`config.mk`:
```
export PLATFORM = sky130hd
export DESIGN_NAME = damper_scattering_junction_flat
export DESIGN_NICKNAME = d
export VERILOG_FILES = /design/src/hw/rtl/dsj_pkg.sv /design/src/hw/rtl/dsj_if.sv /design/src/hw/rtl/dsj_seq.sv /design/src/hw/rtl/damper_scattering_junction.sv /design/src/flat_wrapper.sv
export SDC_FILE = /design/constraint.sdc
export NUM_CORES = 2
export LEC_CHECK = 0
export BUFFER_PORTS_ARGS = -buffer_cell sky130_fd_sc_hd__buf_2
export CORE_ASPECT_RATIO = 0.7
export CORE_MARGIN = 2
export CORE_UTILIZATION = 55
export CTS_CLUSTER_DIAMETER = 50
export DETAILED_ROUTE_END_ITERATION = 8
export PLACE_DENSITY = 0.75
export REMOVE_ABC_BUFFERS = 1
export SYNTH_ARGS = -nofsm -noshare
export SYNTH_HDL_FRONTEND = slang
export SYNTH_SLANG_ARGS = --single-unit
```
`constraint.sdc`:
```
create_clock -name i_clk -period 9.6 [get_ports i_clk]
set_clock_uncertainty 0.05 [all_clocks]
set_input_delay 0.48 -clock i_clk [delete_from_list [all_inputs] [get_ports i_clk]]
set_output_delay 0.48 -clock i_clk [all_outputs]
set_load 0.01 [all_outputs]
```
`src/hw/rtl/dsj_pkg.sv`:
```
// Shared constants, control word layout and helper functions for the damper
// scattering junction. No dependencies; every other RTL file imports this.
`default_nettype none

package dsj_pkg;

    // Sample and coefficient formats
    localparam int SAMPLE_BITS = 24;
    localparam int FRAC_BITS   = 16;
    localparam int CW          = FRAC_BITS + 1;      // coefficient, 0..ONE
    localparam int DW          = FRAC_BITS + 2;      // signed distance / divider width
    localparam int SW          = SAMPLE_BITS + 1;    // wave sum
    localparam int XW          = SAMPLE_BITS + 3;    // difference before saturation
    localparam int PW          = CW + SW;            // multiplier product
    localparam int EPS_W       = FRAC_BITS;
    localparam int CNT_W       = $clog2(FRAC_BITS);
    localparam int STEP_W      = 4;

    localparam logic [CW-1:0] ONE_Q = {1'b1, {FRAC_BITS{1'b0}}};

    // Configuration port
    localparam int CFG_IDX_W  = 3;
    localparam int CFG_DATA_W = CW;

    localparam logic [CFG_IDX_W-1:0] CFG_ENGAGE_COEFF = 3'd0;
    localparam logic [CFG_IDX_W-1:0] CFG_LOSS_COEFF   = 3'd1;
    localparam logic [CFG_IDX_W-1:0] CFG_LOSS_TARGET  = 3'd2;
    localparam logic [CFG_IDX_W-1:0] CFG_SETTLE_EPS   = 3'd3;
    localparam logic [CFG_IDX_W-1:0] CFG_LOSS_BYPASS  = 3'd4;

    localparam logic [CW-1:0]    ENGAGE_COEFF_RST = 17'd272;
    localparam logic [CW-1:0]    LOSS_COEFF_RST   = 17'd272;
    localparam logic [CW-1:0]    LOSS_TARGET_RST  = 17'd0;
    localparam logic [EPS_W-1:0] SETTLE_EPS_RST   = 16'd1;

    // Damper commands
    localparam logic [1:0] REQ_HOLD    = 2'd0;
    localparam logic [1:0] REQ_ENGAGE  = 2'd1;
    localparam logic [1:0] REQ_RELEASE = 2'd2;

    // Multiplier operand selection
    localparam logic [1:0] MUL_SCALE  = 2'd0;   // engagement * loss depth
    localparam logic [1:0] MUL_COMMON = 2'd1;   // g * |sum|
    localparam logic [1:0] MUL_ENGAGE = 2'd2;   // engage coeff * |distance|
    localparam logic [1:0] MUL_DEPTH  = 2'd3;   // loss coeff * |distance|

    // Jump conditions: when the condition holds the sequencer jumps,
    // otherwise it falls through to the next step.
    localparam logic [2:0] COND_NEVER    = 3'd0;
    localparam logic [2:0] COND_ALWAYS   = 3'd1;
    localparam logic [2:0] COND_NO_INPUT = 3'd2;
    localparam logic [2:0] COND_OUT_FULL = 3'd3;
    localparam logic [2:0] COND_LOOP     = 3'd4;

    typedef struct packed {
        logic              in_rdy;
        logic              sum_load;
        logic              mul_en;
        logic [1:0]        mul_sel;
        logic              div_load;
        logic              div_step;
        logic              out_load;
        logic              eng_upd;
        logic              dep_upd;
        logic [2:0]        cond;
        logic [STEP_W-1:0] jmp_tgt;
    } t_ctrl;

    typedef struct packed {
        logic in_fire;
        logic out_full;
        logic loop_done;
    } t_cond;

    function automatic logic [CW-1:0] cap_one(input logic [CW-1:0] v);
        return (v > ONE_Q) ? ONE_Q : v;
    endfunction

    function automatic logic signed [SAMPLE_BITS-1:0] saturate(input logic signed [XW-1:0] v);
        logic [XW-SAMPLE_BITS:0] hi_bits;
        hi_bits = v[XW-1:SAMPLE_BITS-1];
        if (hi_bits == '0 || hi_bits == '1) begin
            return v[SAMPLE_BITS-1:0];
        end else if (v[XW-1]) begin
            return {1'b1, {(SAMPLE_BITS-1){1'b0}}};
        end else begin
            return {1'b0, {(SAMPLE_BITS-1){1'b1}}};
        end
    endfunction

endpackage

`default_nettype wire

```
`src/hw/rtl/dsj_if.sv`:
```
// Channel interfaces of the damper scattering junction: input words, result
// words and configuration writes. Depends on dsj_pkg.
`default_nettype none

interface dsj_in_if import dsj_pkg::*; ();
    logic                          valid;
    logic                          ready;
    logic signed [SAMPLE_BITS-1:0] from_nut;
    logic signed [SAMPLE_BITS-1:0] from_bridge;
    logic [1:0]                    req_type;

    modport source(output valid, output from_nut, output from_bridge, output req_type,
                   input ready);
    modport sink(input valid, input from_nut, input from_bridge, input req_type,
                 output ready);
endinterface

interface dsj_out_if import dsj_pkg::*; ();
    logic                          valid;
    logic                          ready;
    logic signed [SAMPLE_BITS-1:0] to_bridge;
    logic signed [SAMPLE_BITS-1:0] to_nut;

    modport source(output valid, output to_bridge, output to_nut, input ready);
    modport sink(input valid, input to_bridge, input to_nut, output ready);
endinterface

interface dsj_cfg_if import dsj_pkg::*; ();
    logic                  valid;
    logic                  ready;
    logic [CFG_IDX_W-1:0]  index;
    logic [CFG_DATA_W-1:0] data;

    modport source(output valid, output index, output data, input ready);
    modport sink(input valid, input index, input data, output ready);
endinterface

`default_nettype wire

```
`src/hw/rtl/dsj_seq.sv`:
```
// Microcode sequencer: step counter, program table and conditional jumps.
// Depends on dsj_pkg for the control word and condition layouts.
`default_nettype none

module dsj_seq import dsj_pkg::*; (
    input  wire        i_clk,
    input  wire        i_rst_n,
    input  wire t_cond i_cond,
    output t_ctrl      o_ctrl
);

    localparam logic [STEP_W-1:0] STEP_WAIT     = 4'd0;
    localparam logic [STEP_W-1:0] STEP_MUL_S    = 4'd1;
    localparam logic [STEP_W-1:0] STEP_DIV_LOAD = 4'd2;
    localparam logic [STEP_W-1:0] STEP_DIV_ITER = 4'd3;
    localparam logic [STEP_W-1:0] STEP_MUL_C    = 4'd4;
    localparam logic [STEP_W-1:0] STEP_EMIT     = 4'd5;
    localparam logic [STEP_W-1:0] STEP_MUL_E    = 4'd6;
    localparam logic [STEP_W-1:0] STEP_UPD_E    = 4'd7;
    localparam logic [STEP_W-1:0] STEP_MUL_D    = 4'd8;
    localparam logic [STEP_W-1:0] STEP_UPD_D    = 4'd9;

    logic [STEP_W-1:0] r_step;
    logic [STEP_W-1:0] n_step;
    logic              jump;

    function automatic t_ctrl program_word(input logic [STEP_W-1:0] step);
        t_ctrl w;
        w = '0;
        unique case (step)
            STEP_WAIT: begin
                w.in_rdy  = 1'b1;
                w.cond    = COND_NO_INPUT;
                w.jmp_tgt = STEP_WAIT;
            end
            STEP_MUL_S: begin
                w.sum_load = 1'b1;
                w.mul_en   = 1'b1;
                w.mul_sel  = MUL_SCALE;
            end
            STEP_DIV_LOAD: begin
                w.div_load = 1'b1;
            end
            STEP_DIV_ITER: begin
                w.div_step = 1'b1;
                w.cond     = COND_LOOP;
                w.jmp_tgt  = STEP_DIV_ITER;
            end
            STEP_MUL_C: begin
                w.mul_en  = 1'b1;
                w.mul_sel = MUL_COMMON;
            end
            STEP_EMIT: begin
                w.out_load = 1'b1;
                w.cond     = COND_OUT_FULL;
                w.jmp_tgt  = STEP_EMIT;
            end
            STEP_MUL_E: begin
                w.mul_en  = 1'b1;
                w.mul_sel = MUL_ENGAGE;
            end
            STEP_UPD_E: begin
                w.eng_upd = 1'b1;
            end
            STEP_MUL_D: begin
                w.mul_en  = 1'b1;
                w.mul_sel = MUL_DEPTH;
            end
            STEP_UPD_D: begin
                w.dep_upd = 1'b1;
                w.cond    = COND_ALWAYS;
                w.jmp_tgt = STEP_WAIT;
            end
            default: begin
                w.cond    = COND_ALWAYS;
                w.jmp_tgt = STEP_WAIT;
            end
        endcase
        return w;
    endfunction

    assign o_ctrl = program_word(r_step);

    always_comb begin
        unique case (o_ctrl.cond)
            COND_NEVER:    jump = 1'b0;
            COND_ALWAYS:   jump = 1'b1;
            COND_NO_INPUT: jump = !i_cond.in_fire;
            COND_OUT_FULL: jump = i_cond.out_full;
            COND_LOOP:     jump = !i_cond.loop_done;
            default:       jump = 1'b1;
        endcase
        n_step = jump ? o_ctrl.jmp_tgt : r_step + 1'b1;
    end

    always_ff @(posedge i_clk) begin
        if (!i_rst_n) begin
            r_step <= STEP_WAIT;
        end else begin
            r_step <= n_step;
        end
    end

endmodule

`default_nettype wire

```
`src/hw/rtl/damper_scattering_junction.sv`:
```
// Top level of the damper scattering junction: configuration registers,
// datapath and output register, run by dsj_seq. Depends on dsj_pkg, dsj_if.
//
// A result word is registered at the emit step, after the 16-iteration
// restoring divider for the common-term gain; the next word is taken once the
// microcode program has also updated both smoothers. A stalled output holds
// the program at its emit step until the register frees.
// Reset: synchronous, active low; smoother state clears, registers take their
// default values, any pending result is dropped.
`default_nettype none

module damper_scattering_junction import dsj_pkg::*; (
    input  wire   i_clk,
    input  wire   i_rst_n,
    dsj_in_if.sink    i_in,
    dsj_out_if.source o_out,
    dsj_cfg_if.sink   i_cfg
);

    t_ctrl ctrl;
    t_cond cond;

    // Configuration
    logic [CW-1:0]    r_engage_coeff;
    logic [CW-1:0]    r_loss_coeff;
    logic [CW-1:0]    r_loss_target;
    logic [EPS_W-1:0] r_settle_eps;
    logic             r_loss_bypass;

    // Smoother state
    logic [CW-1:0] r_eng;
    logic          r_tgt;
    logic [CW-1:0] r_depth;
    logic [CW-1:0] n_eng;
    logic [CW-1:0] n_depth;

    // Working registers
    logic signed [SAMPLE_BITS-1:0] r_nut;
    logic signed [SAMPLE_BITS-1:0] r_bridge;
    logic                          r_sum_neg;
    logic [SW-1:0]                 r_sum_mag;
    logic [PW-1:0]                 r_prod;
    logic [DW-1:0]                 r_rem;
    logic [DW-1:0]                 r_div;
    logic [FRAC_BITS-1:0]          r_quot;
    logic [CNT_W-1:0]              r_cnt;

    // Output register
    logic                          r_out_valid;
    logic signed [SAMPLE_BITS-1:0] r_to_bridge;
    logic signed [SAMPLE_BITS-1:0] r_to_nut;

    logic in_fire;
    logic out_full;
    logic out_load_fire;

    logic signed [SW-1:0] sum_c;
    logic [CW-1:0]        mul_a;
    logic [SW-1:0]        mul_b;
    logic [CW-1:0]        s_c;
    logic [DW:0]          rem2;
    logic [SW-1:0]        q_c;
    logic signed [SW:0]   common;
    logic signed [XW-1:0] diff_nut;
    logic signed [XW-1:0] diff_bridge;
    logic [CW-1:0]        step_c;

    logic [CW-1:0]        tgt_e;
    logic signed [DW-1:0] dist_e;
    logic [DW-1:0]        abs_e;
    logic [CW-1:0]        mag_e;
    logic [CW-1:0]        tgt_d;
    logic signed [DW-1:0] dist_d;
    logic [DW-1:0]        abs_d;
    logic [CW-1:0]        mag_d;

    dsj_seq u_seq (
        .i_clk   (i_clk),
        .i_rst_n (i_rst_n),
        .i_cond  (cond),
        .o_ctrl  (ctrl)
    );

    // Handshakes
    assign i_in.ready    = ctrl.in_rdy;
    assign in_fire       = ctrl.in_rdy && i_in.valid;
    assign out_full      = r_out_valid && !o_out.ready;
    assign out_load_fire = ctrl.out_load && !out_full;
    assign i_cfg.ready   = 1'b1;

    assign cond.in_fire   = in_fire;
    assign cond.out_full  = out_full;
    assign cond.loop_done = (r_cnt == CNT_W'(FRAC_BITS - 1));

    assign o_out.valid     = r_out_valid;
    assign o_out.to_bridge = r_to_bridge;
    assign o_out.to_nut    = r_to_nut;

    // Wave sum and the common term
    assign sum_c       = SW'(r_nut) + SW'(r_bridge);
    assign q_c         = r_prod[FRAC_BITS +: SW];
    assign common      = r_sum_neg ? -signed'({1'b0, q_c}) : signed'({1'b0, q_c});
    assign diff_nut    = XW'(r_nut) - XW'(common);
    assign diff_bridge = XW'(r_bridge) - XW'(common);

    // Divider: the top quotient bits of s*ONE/(s+ONE) are zero, so the
    // remainder starts at s and only the fraction bits are iterated.
    assign s_c  = r_prod[FRAC_BITS +: CW];
    assign rem2 = {r_rem, 1'b0};

    // Smoother distances
    assign step_c = r_prod[FRAC_BITS +: CW];
    assign tgt_e  = r_tgt ? ONE_Q : '0;
    assign dist_e = signed'({1'b0, tgt_e}) - signed'({1'b0, r_eng});
    assign abs_e  = dist_e[DW-1] ? DW'(-dist_e) : DW'(dist_e);
    assign mag_e  = abs_e[CW-1:0];
    assign tgt_d  = cap_one(r_loss_target);
    assign dist_d = signed'({1'b0, tgt_d}) - signed'({1'b0, r_depth});
    assign abs_d  = dist_d[DW-1] ? DW'(-dist_d) : DW'(dist_d);
    assign mag_d  = abs_d[CW-1:0];

    always_comb begin
        if (mag_e < {1'b0, r_settle_eps}) begin
            n_eng = tgt_e;
        end else if (dist_e[DW-1]) begin
            n_eng = r_eng - step_c;
        end else begin
            n_eng = r_eng + step_c;
        end
        if (mag_d < {1'b0, r_settle_eps}) begin
            n_depth = tgt_d;
        end else if (dist_d[DW-1]) begin
            n_depth = r_depth - step_c;
        end else begin
            n_depth = r_depth + step_c;
        end
    end

    // Shared multiplier operands
    always_comb begin
        unique case (ctrl.mul_sel)
            MUL_SCALE: begin
                mul_a = r_eng;
                mul_b = SW'(r_depth);
            end
            MUL_COMMON: begin
                mul_a = r_loss_bypass ? '0 : CW'(r_quot);
                mul_b = r_sum_mag;
            end
            MUL_ENGAGE: begin
                mul_a = cap_one(r_engage_coeff);
                mul_b = SW'(mag_e);
            end
            MUL_DEPTH: begin
                mul_a = cap_one(r_loss_coeff);
                mul_b = SW'(mag_d);
            end
            default: begin
                mul_a = '0;
                mul_b = '0;
            end
        endcase
    end

    // Control state, configuration and smoothers
    always_ff @(posedge i_clk) begin
        if (!i_rst_n) begin
            r_engage_coeff <= ENGAGE_COEFF_RST;
            r_loss_coeff   <= LOSS_COEFF_RST;
            r_loss_target  <= LOSS_TARGET_RST;
            r_settle_eps   <= SETTLE_EPS_RST;
            r_loss_bypass  <= 1'b0;
            r_eng          <= '0;
            r_tgt          <= 1'b0;
            r_depth        <= cap_one(LOSS_TARGET_RST);
            r_out_valid    <= 1'b0;
        end else begin
            if (i_cfg.valid) begin
                unique case (i_cfg.index)
                    CFG_ENGAGE_COEFF: r_engage_coeff <= i_cfg.data;
                    CFG_LOSS_COEFF:   r_loss_coeff   <= i_cfg.data;
                    CFG_LOSS_TARGET:  r_loss_target  <= i_cfg.data;
                    CFG_SETTLE_EPS:   r_settle_eps   <= i_cfg.data[EPS_W-1:0];
                    CFG_LOSS_BYPASS:  r_loss_bypass  <= i_cfg.data[0];
                    default: ;
                endcase
            end
            // The command lands on the target now, but the smoother only
            // moves after this word's output has been formed.
            if (in_fire) begin
                unique case (i_in.req_type)
                    REQ_ENGAGE:  r_tgt <= 1'b1;
                    REQ_RELEASE: r_tgt <= 1'b0;
                    default: ;
                endcase
            end
            if (ctrl.eng_upd) begin
                r_eng <= n_eng;
            end
            if (ctrl.dep_upd) begin
                r_depth <= n_depth;
            end
            if (out_load_fire) begin
                r_out_valid <= 1'b1;
            end else if (o_out.ready) begin
                r_out_valid <= 1'b0;
            end
        end
    end

    // Datapath payload registers
    always_ff @(posedge i_clk) begin
        if (in_fire) begin
            r_nut    <= i_in.from_nut;
            r_bridge <= i_in.from_bridge;
        end
        if (ctrl.sum_load) begin
            r_sum_neg <= sum_c[SW-1];
            r_sum_mag <= sum_c[SW-1] ? SW'(-sum_c) : SW'(sum_c);
        end
        if (ctrl.mul_en) begin
            r_prod <= PW'(mul_a) * PW'(mul_b);
        end
        if (ctrl.div_load) begin
            r_rem  <= DW'(s_c);
            r_div  <= DW'(s_c) + DW'(ONE_Q);
            r_quot <= '0;
            r_cnt  <= '0;
        end else if (ctrl.div_step) begin
            if (rem2 >= {1'b0, r_div}) begin
                r_rem  <= DW'(rem2 - {1'b0, r_div});
                r_quot <= {r_quot[FRAC_BITS-2:0], 1'b1};
            end else begin
                r_rem  <= rem2[DW-1:0];
                r_quot <= {r_quot[FRAC_BITS-2:0], 1'b0};
            end
            r_cnt <= r_cnt + 1'b1;
        end
        if (out_load_fire) begin
            r_to_bridge <= saturate(diff_nut);
            r_to_nut    <= saturate(diff_bridge);
        end
    end

    // A waiting result word is never overwritten.
    assert property (@(posedge i_clk) disable iff (!i_rst_n)
        (r_out_valid && !o_out.ready) |-> !out_load_fire)
        else $error("result word overwritten while waiting");

    // Restoring division keeps the remainder below the divisor.
    assert property (@(posedge i_clk) disable iff (!i_rst_n)
        ctrl.div_step |-> (r_rem < r_div))
        else $error("divider remainder out of range");

    // Smoothers never overshoot, so both stay within zero to one.
    assert property (@(posedge i_clk) disable iff (!i_rst_n)
        (r_eng <= ONE_Q) && (r_depth <= ONE_Q))
        else $error("smoother state above one");

    // No new word is taken while the divider is running.
    assert property (@(posedge i_clk) disable iff (!i_rst_n)
        (ctrl.div_step || ctrl.div_load) |-> !i_in.ready)
        else $error("input accepted mid-computation");

endmodule

`default_nettype wire

```
`src/flat_wrapper.sv`:
```
// flat-port wrapper written by rule: the top's interface ports become plain ports
module damper_scattering_junction_flat import dsj_pkg::*;
  (i_clk, i_rst_n, i_in_valid, i_in_from_nut, i_in_from_bridge, i_in_req_type, i_in_ready, o_out_valid, o_out_to_bridge, o_out_to_nut, o_out_ready, i_cfg_valid, i_cfg_index, i_cfg_data, i_cfg_ready);
  dsj_in_if i_in_i ();
  dsj_out_if o_out_i ();
  dsj_cfg_if i_cfg_i ();
  input  wire i_clk;
  input  wire i_rst_n;
  input wire logic [$bits(i_in_i.valid)-1:0] i_in_valid;
  input wire logic [$bits(i_in_i.from_nut)-1:0] i_in_from_nut;
  input wire logic [$bits(i_in_i.from_bridge)-1:0] i_in_from_bridge;
  input wire logic [$bits(i_in_i.req_type)-1:0] i_in_req_type;
  output wire logic [$bits(i_in_i.ready)-1:0] i_in_ready;
  output wire logic [$bits(o_out_i.valid)-1:0] o_out_valid;
  output wire logic [$bits(o_out_i.to_bridge)-1:0] o_out_to_bridge;
  output wire logic [$bits(o_out_i.to_nut)-1:0] o_out_to_nut;
  input wire logic [$bits(o_out_i.ready)-1:0] o_out_ready;
  input wire logic [$bits(i_cfg_i.valid)-1:0] i_cfg_valid;
  input wire logic [$bits(i_cfg_i.index)-1:0] i_cfg_index;
  input wire logic [$bits(i_cfg_i.data)-1:0] i_cfg_data;
  output wire logic [$bits(i_cfg_i.ready)-1:0] i_cfg_ready;
  assign i_in_i.valid = i_in_valid;
  assign i_in_i.from_nut = i_in_from_nut;
  assign i_in_i.from_bridge = i_in_from_bridge;
  assign i_in_i.req_type = i_in_req_type;
  assign i_in_ready = i_in_i.ready;
  assign o_out_valid = o_out_i.valid;
  assign o_out_to_bridge = o_out_i.to_bridge;
  assign o_out_to_nut = o_out_i.to_nut;
  assign o_out_i.ready = o_out_ready;
  assign i_cfg_i.valid = i_cfg_valid;
  assign i_cfg_i.index = i_cfg_index;
  assign i_cfg_i.data = i_cfg_data;
  assign i_cfg_ready = i_cfg_i.ready;
  damper_scattering_junction u_core (.i_clk(i_clk), .i_rst_n(i_rst_n), .i_in(i_in_i), .o_out(o_out_i), .i_cfg(i_cfg_i));
endmodule
```
==> results.ini <==
[cells_and_area]
layout-drive-gt1-share=0.184
layout.cells.non_filler=5315
fin_nets=5180
areaGrowthSynthToFinish_pct=19.0

[setup_path]
reg2reg_depth=41
required_ps=9900
cpPeakStageDelay_ps=550
r2r_setup_slack_ps=120
critPathMaxFanout=6
cp_common_cell=fa_1
worstPathArrival_ps=9780
cp-end-kind=register
cp_slowest_cell=fa_1
cp-start-kind=register
rr_startpoint=u_core.r_loss_target[11]
setup.worst_path.class=reg2reg
timing.rr.end=u_core.r_prod[39]

[global_routing]
grt_pass1_wl_um=169000
grt_max_degree=67
overflow=0
gr-usage-all-layers=0.324
grt_pass1_vias=30000
antenna_found_initial=0

[routing]
wl_per_cell_um=20.8
vias_per_cell=5.92
initialDrtViolationCount=3413
drtPass1Iterations=8
ant_nets=0
drc=0
vias=31500
drt-total-wl_um=110000

[place]
port_buffers=124
place_worst_setup_slack_ps=-686
gp_congestion=1.00
hpwlAfterDp_um=87400
dp.cells=5163

[sta]
hold_slack_ps=13.7
maxSlewViolCount=0
slew_headroom=0.170
fin_crit_ps=9480
max_freq_ghz=0.105
hold_violations=0
fin_crit_sh=0.987
worst_pin_slew_ps=1240
setup_violations=0
rsz0062_at_grt=true
fin_ws_ps=121

[power]
switching_share=0.442
ir_drop_v=0.000139
p_seq_frac=0.269
comb_power_share=0.573
power_leakage_nw=19.3
total_power_mw=7.55
p_int_mw=4.21
clkPwrFrac=0.159
cellPowerDensity_mw_per_mm2=179
switchingPower_mw=3.34

[min_path]
hold_class=in2reg
hold_end=u_core.r_bridge[11]
hold_depth=1
holdCritStartpoint=i_in_from_bridge[11]

[clock_tree]
clk_latency_ps=600
clkTransAtPathRegs_ps=60
cts_tree=done
cts-root-buf=clkbuf_16
clkSinkCount=311
cts_buffers=31
clockBufferDepth=3
htreeDepth=1

[die]
fp.dieH_um=216
rows=77
core-area_mm2=0.0635
dieArea_mm2=0.0665
die_x_um=307
start_util=0.558
pin_count=126

[synth]
netlist_top_cells_area=fa_1 (20%), edfxtp_1 (15%), ha_1 (10%)
yosys.area.top_type=fa_1
netlist_area_mm2=0.0354
syn_inst=4040
yosysSeqAreaShare=0.227
synth-edff-count=182
synth_seq_cells=311
synth_cell_types=96
synth.top_cell.area_share=0.197
yosysWarnings=0
async_reset_ff_frac=0
synthFlopType=edfxtp_1
syn_avg_cell_area_um2=8.77

[status]
status=completed

[job]
maxCapViolations=0

==> metal layers <==
| metal | global-route usage | up-vias | share of wire |
|---|---|---|---|
| li1 | - | 14400 | - |
| met1 | 0.488 | 15300 | 0.44 |
| met2 | 0.467 | 1589 | 0.42 |
| met3 | 0.0916 | 174 | 0.13 |
| met4 | 0.0563 | 0 | 0.022 |
| met5 | 0 | - | 0 |
==> power groups by stage <==
stage	sequential, mW	combinational [mW]	clock (mW)
floorplan	1.95	3.00	0
global placement	2.05	3.99	0
detailed placement	2.05	4.06	0
CTS	2.02	4.14	1.20
global route	2.04	4.72	1.26
finish	2.03	4.33	1.20
==> worst max-delay path by stage <==
stage                                   startpoint                 to  depth (start not counted)  slack, ps
after floorplan           u_core.r_loss_target[16]  u_core.r_prod[38]                         33       -280
after global placement     u_core.r_loss_target[0]  u_core.r_prod[38]                         41       -520
after detailed placement   u_core.r_loss_target[0]  u_core.r_prod[38]                         38       -690
after CTS                  u_core.r_loss_target[7]  u_core.r_prod[40]                         41          1
after global routing       u_core.r_loss_target[0]  u_core.r_prod[40]                         39       -250
final                     u_core.r_loss_target[11]  u_core.r_prod[39]                         41        120
==> cells in the final DEF, fill, tap and decap left out, types with 24 or more instances in the layout <==
cell	n
ha_1	276
nand3_1	60
xor2_1	103
fa_1	329
nor2_1	226
a21boi_0	79
xnor2_1	143
and3_1	24
nor2b_1	44
dlygate4sd3_1	30
dfxtp_1	128
nor3_1	53
and2_1	92
nand2b_1	24
o21ai_0	105
mux2i_1	32
buf_4	362
o21a_1	37
clkbuf_16	32
a21oi_1	144
a221oi_1	25
nand2_1	613
inv_1	477
a21o_1	87
edfxtp_1	182
buf_2	124
==> synthesized netlist by cell type, types with 8 or more instances <==
| cell | count |
|---|---|
| a211o_1 | 13 |
| a21o_1 | 87 |
| a22o_1 | 19 |
| nor2_1 | 235 |
| a2111oi_0 | 8 |
| o31ai_1 | 17 |
| o21a_1 | 39 |
| and3_1 | 29 |
| a21oi_1 | 167 |
| nor3_1 | 62 |
| a31o_2 | 9 |
| dfxtp_1 | 129 |
| o211ai_1 | 21 |
| a21boi_0 | 83 |
| a221oi_1 | 27 |
| a22oi_1 | 11 |
| mux2i_1 | 33 |
| a211oi_1 | 21 |
| o21ai_0 | 119 |
| o21bai_1 | 26 |
| or4_1 | 8 |
| edfxtp_1 | 182 |
| and2_1 | 95 |
| fa_1 | 348 |
| buf_2 | 10 |
| nand2b_1 | 24 |
| xnor2_1 | 146 |
| or2_2 | 16 |
| o21ai_1 | 15 |
| a31oi_1 | 19 |
| o22ai_1 | 10 |
| nand3_1 | 62 |
| nand3b_1 | 14 |
| or3_1 | 26 |
| ha_1 | 294 |
| clkbuf_1 | 147 |
| nand4_1 | 18 |
| nand2_1 | 634 |
| xor2_1 | 107 |
| nor4_1 | 23 |
| nor2b_1 | 52 |
| inv_1 | 499 |
==> worst max-delay path, delay by kind of cell, from the launching register on <==
kind                     cells  cell delay [ps]
adder cells (fa/ha/maj)      8             3610
XOR/XNOR                     2              320
AND/OR/NAND/NOR              8             1330
AO/OA/AOI/OAI               12             2250
buffers and inverters       11             1290
flip-flops                   1              330
==> registers in the layout (all words and copies together) (netlist names), 18 cells and up <==
register and count:
u_core.o_out.to_nut 24, u_core.r_bridge 24, u_core.r_rem 18, u_core.o_out.to_bridge 24, u_core.r_sum_mag 25, u_core.r_prod 25
u_core.r_nut 24, u_core.r_div 18
==> cell families (layout without fill, tap and decap cells) <==
kind of cell	Yosys count	count (layout)	synth area share
multiplexers	34	34	0.00964
other	2	10	0.000212
XOR/XNOR	254	254	0.0630
AO/OA/AOI/OAI	793	793	0.154
adder cells (fa/ha/maj)	642	642	0.300
flip-flops	311	311	0.227
AND/OR/NAND/NOR	1337	1337	0.175
buffers and inverters	667	1105	0.0714
==> layout make-up <==
class,count,area [µm²]
fillers,5102,21300
clock buffers,37,841
diodes,2,5.00
clock inverters,17,138
repair buffers,551,4130
inverters,500,1880
flip-flops and latches,311,8050
multi-input cells,3068,26100
well taps,829,1040
==> through the flow <==
step	area (µm²)	setup TNS [ps]	util
finish	42200	0	0.664
CTS	40600	0	0.640
detailed placement	39100	-5800	0.615
floorplan	34800	-974	-
global route	42200	-1320	0.664
global placement	39100	-3770	0.615
==> timing repair <==
action                                  in CTS  in global routing
gates resized for setup                     58                243
hold buffers                                19                 11
gates cloned                                 1                  0
buffers inserted                            10                 61
endpoints found under the setup margin      19                 19
pin swaps                                   28                172
endpoints found under the hold margin       19                 11
Note: power is estimated with default switching activity, not from simulation.
